**src/hw/rtl/imht_pkg.sv**
```systemverilog
// ----------------------------------------------------------------------------
// imht_pkg
// Shared types, codes and sizes of the image map area hit test core.
// ----------------------------------------------------------------------------
package imht_pkg;

  localparam int MAX_AREAS_DEF    = 16;
  localparam int MAX_VERTICES_DEF = 256;
  localparam int COORD_BITS       = 16;

  localparam logic [1:0] CMD_CLEAR      = 2'd0;
  localparam logic [1:0] CMD_ADD_AREA   = 2'd1;
  localparam logic [1:0] CMD_ADD_VERTEX = 2'd2;
  localparam logic [1:0] CMD_QUERY      = 2'd3;

  localparam logic [1:0] KIND_RECT   = 2'd0;
  localparam logic [1:0] KIND_CIRCLE = 2'd1;
  localparam logic [1:0] KIND_POLY   = 2'd2;

  localparam logic [1:0] ST_DONE        = 2'd0;
  localparam logic [1:0] ST_AREA_FULL   = 2'd1;
  localparam logic [1:0] ST_VERTEX_FULL = 2'd2;
  localparam logic [1:0] ST_NO_POLY     = 2'd3;

  localparam logic [1:0] TITLE_NONE = 2'd3;

  typedef struct packed {
    logic [1:0]                   command;
    logic [1:0]                   shape;
    logic signed [COORD_BITS-1:0] coord_a;
    logic signed [COORD_BITS-1:0] coord_b;
    logic signed [COORD_BITS-1:0] coord_c;
    logic signed [COORD_BITS-1:0] coord_d;
    logic [1:0]                   title_mode;
  } req_item_t;

  typedef struct packed {
    logic [1:0] status;
    logic       hit;
    logic [3:0] area_index;
    logic [1:0] title_result;
  } rsp_item_t;

  typedef enum logic [3:0] {
    OP_NONE,
    OP_ACCEPT,
    OP_AREA_NEXT,
    OP_HIT,
    OP_POLY_START,
    OP_LOAD_J,
    OP_LOAD_I,
    OP_MUL_DX,
    OP_MUL_DY,
    OP_MUL_R,
    OP_MUL_LHS,
    OP_MUL_RHS,
    OP_EDGE_CMP,
    OP_EDGE_NEXT,
    OP_OUT
  } dp_op_t;

  typedef struct packed {
    logic       is_query;
    logic       area_valid;
    logic [1:0] kind;
    logic       rect_hold;
    logic       circle_hold;
    logic       total_zero;
    logic       spans;
    logic       edges_last;
    logic       poly_in;
    logic       out_free;
  } dp_status_t;

endpackage

```
**src/hw/rtl/imht_ctrl.sv**
```systemverilog
// ----------------------------------------------------------------------------
// imht_ctrl
// Sequencer for command execution and the area / edge walk of a query.
// ----------------------------------------------------------------------------
module imht_ctrl (
  input  logic                 clk,
  input  logic                 rst,
  input  logic                 req_valid,
  output logic                 req_stall,
  input  imht_pkg::dp_status_t st,
  output imht_pkg::dp_op_t     op
);

  typedef enum logic [3:0] {
    S_IDLE,
    S_AREA_RD,
    S_AREA_EVAL,
    S_C_DY,
    S_C_R,
    S_C_CMP,
    S_P_RDJ,
    S_P_LDJ,
    S_P_RDI,
    S_P_LDI,
    S_P_TEST,
    S_P_RHS,
    S_P_CMP,
    S_P_ADV,
    S_P_END,
    S_RESULT
  } state_t;

  state_t state, state_next;

  assign req_stall = (state != S_IDLE);

  always_comb begin
    state_next = state;
    op         = imht_pkg::OP_NONE;
    unique case (state)
      S_IDLE: begin
        if (req_valid) begin
          op         = imht_pkg::OP_ACCEPT;
          state_next = st.is_query ? S_AREA_RD : S_RESULT;
        end
      end
      S_AREA_RD: state_next = st.area_valid ? S_AREA_EVAL : S_RESULT;
      S_AREA_EVAL: begin
        unique case (st.kind)
          imht_pkg::KIND_RECT: begin
            op         = st.rect_hold ? imht_pkg::OP_HIT : imht_pkg::OP_AREA_NEXT;
            state_next = st.rect_hold ? S_RESULT : S_AREA_RD;
          end
          imht_pkg::KIND_CIRCLE: begin
            op         = imht_pkg::OP_MUL_DX;
            state_next = S_C_DY;
          end
          imht_pkg::KIND_POLY: begin
            op         = st.total_zero ? imht_pkg::OP_AREA_NEXT : imht_pkg::OP_POLY_START;
            state_next = st.total_zero ? S_AREA_RD : S_P_RDJ;
          end
          default: begin
            op         = imht_pkg::OP_AREA_NEXT;
            state_next = S_AREA_RD;
          end
        endcase
      end
      S_C_DY: begin
        op         = imht_pkg::OP_MUL_DY;
        state_next = S_C_R;
      end
      S_C_R: begin
        op         = imht_pkg::OP_MUL_R;
        state_next = S_C_CMP;
      end
      S_C_CMP: begin
        op         = st.circle_hold ? imht_pkg::OP_HIT : imht_pkg::OP_AREA_NEXT;
        state_next = st.circle_hold ? S_RESULT : S_AREA_RD;
      end
      S_P_RDJ: state_next = S_P_LDJ;
      S_P_LDJ: begin
        op         = imht_pkg::OP_LOAD_J;
        state_next = S_P_RDI;
      end
      S_P_RDI: state_next = S_P_LDI;
      S_P_LDI: begin
        op         = imht_pkg::OP_LOAD_I;
        state_next = S_P_TEST;
      end
      S_P_TEST: begin
        if (st.spans) begin
          op         = imht_pkg::OP_MUL_LHS;
          state_next = S_P_RHS;
        end else begin
          op         = imht_pkg::OP_EDGE_NEXT;
          state_next = st.edges_last ? S_P_END : S_P_RDI;
        end
      end
      S_P_RHS: begin
        op         = imht_pkg::OP_MUL_RHS;
        state_next = S_P_CMP;
      end
      S_P_CMP: begin
        op         = imht_pkg::OP_EDGE_CMP;
        state_next = S_P_ADV;
      end
      S_P_ADV: begin
        op         = imht_pkg::OP_EDGE_NEXT;
        state_next = st.edges_last ? S_P_END : S_P_RDI;
      end
      S_P_END: begin
        op         = st.poly_in ? imht_pkg::OP_HIT : imht_pkg::OP_AREA_NEXT;
        state_next = st.poly_in ? S_RESULT : S_AREA_RD;
      end
      S_RESULT: begin
        if (st.out_free) begin
          op         = imht_pkg::OP_OUT;
          state_next = S_IDLE;
        end
      end
      default: state_next = S_IDLE;
    endcase
  end

  always_ff @(posedge clk) begin
    if (rst) begin
      state <= S_IDLE;
    end else begin
      state <= state_next;
    end
  end

endmodule
```
**config.mk**
```make
export PLATFORM = sky130hd
export DESIGN_NAME = imht_ctrl
export DESIGN_NICKNAME = d
export VERILOG_FILES = /design/src/hw/rtl/imht_pkg.sv /design/src/hw/rtl/imht_ctrl.sv
export SDC_FILE = /design/constraint.sdc
export NUM_CORES = 1
export LEC_CHECK = 0
export BUFFER_PORTS_ARGS = -buffer_cell sky130_fd_sc_hd__buf_4
export CELL_PAD_IN_SITES_DETAIL_PLACEMENT = 1
export CELL_PAD_IN_SITES_GLOBAL_PLACEMENT = 1
export CORE_MARGIN = 10
export CORE_UTILIZATION = 35
export DETAILED_ROUTE_END_ITERATION = 10
export PLACE_DENSITY_LB_ADDON = 0.1
export SYNTH_ARGS = -nofsm -noshare
export SYNTH_HDL_FRONTEND = slang
export SYNTH_SLANG_ARGS = --single-unit
```
**constraint.sdc**
```tcl
create_clock -name clk -period 2.2 [get_ports clk]
set_clock_uncertainty 0.1 [all_clocks]
set_input_delay 0.33 -clock clk [delete_from_list [all_inputs] [get_ports clk]]
set_output_delay 0.33 -clock clk [all_outputs]
set_load 0.005 [all_outputs]
```
==> results.md <==
- Outcome: finished clean
- Syn Inst Count: 83
- Yosys warning total: 0
- Layout area overhead: 32.6%
- Ant diodes: 0
- Gr usage total: 12.0%
- RR Endpoint: state[2]
- Setup ws final: 0.139 ns
- Rows: 14
- Setup WS pre-CTS: 0.252 ns
- PD cells: 1190 nW/µm²
- Synthesized net count: 97
- Vias in the first global route: 734
- Total gr overflow: 0
- Final ANT Viol Nets: 0
- PortBufs: 18
- Met2 wire len: 1050 µm
- Biggest regs: state x4
- Crit Reg-Reg Startpoint: state[2]
- Post-layout util: 49.3%
- Reg2reg path depth: 5
- Crit path launch: state[2]
- Initial DRC count: 5
- DR vias/cell: 6.03
- VDD IR-drop max: 0.569 mV
- Flop2flop setup slack: 0.31 ns
- Routed wl met3: 104 µm
- Syn avg cell area: 6.75 µm²
- Root cell of the clock tree: clkbuf_4
- Distinct cells, synth: 36
- Fin nets: 118
- Crit path required time: 1.77 ns
- RSZ-0062 raised after global routing: no
- Initial Util: 37.2%
- Period utilisation layout: 93.7%
- Num CTS Buffers: 3
- Worst Setup End Kind: output pin
- Initial antenna violation count: 0
- Worst-path clk slew: approximately 0.04 ns
- WL final: 2050 µm
- Most flop-heavy register: state
- Final Hold Viols: 0
- Pin count of the biggest net entering global routing: 14
- Worst Path Class, Setup: reg2out
- I/O pin count: 19
- Height of the die: 60.0 µm
- Htree depth: 1
- CP Max Fanout: 11
- Top layer in use: met4
- Vias: 711
- Global-route wire length before repair: approximately 3500 µm
- Wl on met1: about 870 µm
- DR pass1 iterations: 4
- Yosys reg bits: 4
- CP bufs+invs: 2
- Min Tclk post-route: just over 2 ns
- Final GP Congestion: 0.798
- Hpwl dp: 1650 µm
- # DRC: 0
- Number of flip-flops in the largest register: 4
- Max stage delay on crit path: 0.58 ns
- WL/cell: around 17 µm
- Post-CTS setup buffers: 0
- Startpoint Class: flip-flop
- CTS tree: done
- Core ar.: 1510 µm²
- Rel. slew slack: 73.2%
- FMAX: 0.485 GHz
- Slowest CP cell: or4_1
- Power, Total: 887 µW
- WP depth: 3
- Cell chain of the critical path: buf_4 > or4_1 > buf_4
- Crit path arrival time: between 1.5 and 2 ns
- Die width: around 60 µm
- Top Family by Delay on Critical Path: simple AND/OR/NAND/NOR gates
- # setup viols final: 0
- Max clock buf depth: 2
- Die ar.: 3600 µm²
- Hold-fix buffers, CTS: 0
- Worst slew pin tran: 0.392 ns
- Latest clock arrival within the worst-skew pair: 0.24 ns
- Synthesized cell area: ~560 µm²
- Fin Setup TNS: 0 ns
- Slew Limit Fails: 0
- Share of layout cells above drive strength 1: 29.4%
- Sink Count: 4
- CP dominant cell by count: buf_4
- Seq/Total Area, Yosys: 14.3%
- Max-Cap Viols: 0
- P_leak: 0.000303 µW
- End point of the critical path: req_stall
- Hold WC Path Type: in2reg
-- routing by layer --
metal / global-route usage (%) / vias up
met5: 0 / -
met4: 3.85 / 0
met3: 2.54 / 3
met2: 20.7 / 17
met1: 14.3 / 333
li1: - / 358
-- cells in the final DEF, fill, tap and decap left out, types with 2 or more instances in the layout --
master	synthesis	final
a21boi_0	2	2
a21oi_1	8	8
a31oi_1	3	3
buf_4	0	22
clkbuf_4	0	3
dfxtp_1	4	2
dfxtp_2	0	2
inv_1	7	7
nand2_1	3	3
nand2b_1	4	4
nand3_1	3	3
nor2_1	6	6
nor2b_1	3	3
nor3_1	2	2
nor3b_1	2	2
nor4_1	2	2
o211ai_1	2	2
o21ai_0	6	6
o22ai_1	2	2
-- final cells by class --
class,instances,area (µm²)
Timing Repair Buffer,22,165
Multi-Input combinational cell,66,427
Sequential cell,4,82.6
Clock buffer,3,22.5
Tap cell,16,20.0
Inverter,7,26.3
Fill cell,203,763
-- repair_timing --
item / 4_1_cts / 5_1_grt
cloned: 0 / 0
endpoints found under the setup margin: 1 / 1
gates resized for setup: 1 / 1
-- tightest hold or removal path, stage by stage --
cell and delay (ns):
buf_4 0.07, o21bai_1 0.17, a21oi_1 0.06
-- cells by family (layout without fill, tap and decap cells) --
logic type	after synthesis	after routing	share of synthesized area, %
buf+inv	13	32	9.60
simple gates	32	32	34.4
compound gates	34	34	41.7
flops	4	4	14.3
-- stage by stage --
step / instance area (µm²) / hold slack (ns) / cells
global route: 743 / 0.366 / 118
finish: 743 / 0.339 / 118
global placement: 718 / 0.598 / 115
floorplan: 561 / 0.462 / 83
detailed placement: 718 / 0.592 / 115
CTS: 742 / 0.346 / 118
-- worst min-delay path by stage --
| stage | from | end | slack (ns) | cells after the start |
|---|---|---|---|---|
| finish | rst | state[3] | 0.34 | 3 |
| floorplan | req_valid | state[1] | 0.46 | 2 |
| global route | rst | state[3] | 0.37 | 3 |
| detailed placement | rst | state[3] | 0.59 | 3 |
| global placement | rst | state[2] | 0.60 | 3 |
| CTS | rst | state[3] | 0.35 | 3 |
-- where the power goes --
part	switching (µW)	internal (µW)	leakage, µW
clock network	30.9	61.0	0.0000138
registers	87.0	106	0.0000338
logic	311	291	0.000256
total	429	458	0.000303
-- cell usage after synthesis --
library cell  instances  area share [%]
dfxtp_1               4              14
nor4b_2               1             2.7
o211ai_1              2             2.7
nand2b_1              4             4.5
nand2_1               3             2.0
or2_2                 1             1.1
or4b_1                1             1.8
nor3b_1               2             2.7
a21boi_0              2             2.7
o21bai_1              1             1.3
o21ai_0               6             5.4
a211oi_1              1             1.3
nor2_1                6             4.0
a2111o_1              1             2.0
and3b_1               1             1.6
o22ai_1               2             2.2
nor3_1                2             1.8
a41o_1                1             1.8
a221o_1               1             1.8
or3_1                 1             1.1
a21oi_1               8             7.1
nor2b_1               3             3.3
a31oi_1               3             3.3
buf_2                 4             3.6
clkbuf_1              2             1.3
o221ai_1              1             1.6
o31a_1                1             1.6
inv_1                 7             4.7
a22o_1                1             1.6
nand3_1               3             2.7
nand4b_1              1             1.6
a32oi_1               1             1.6
o22ai_2               1             2.2
a2111oi_0             1             1.6
nor4_1                2             2.2
or4_1                 1             1.3
No activity file was read; power rests on OpenSTA's default activity.
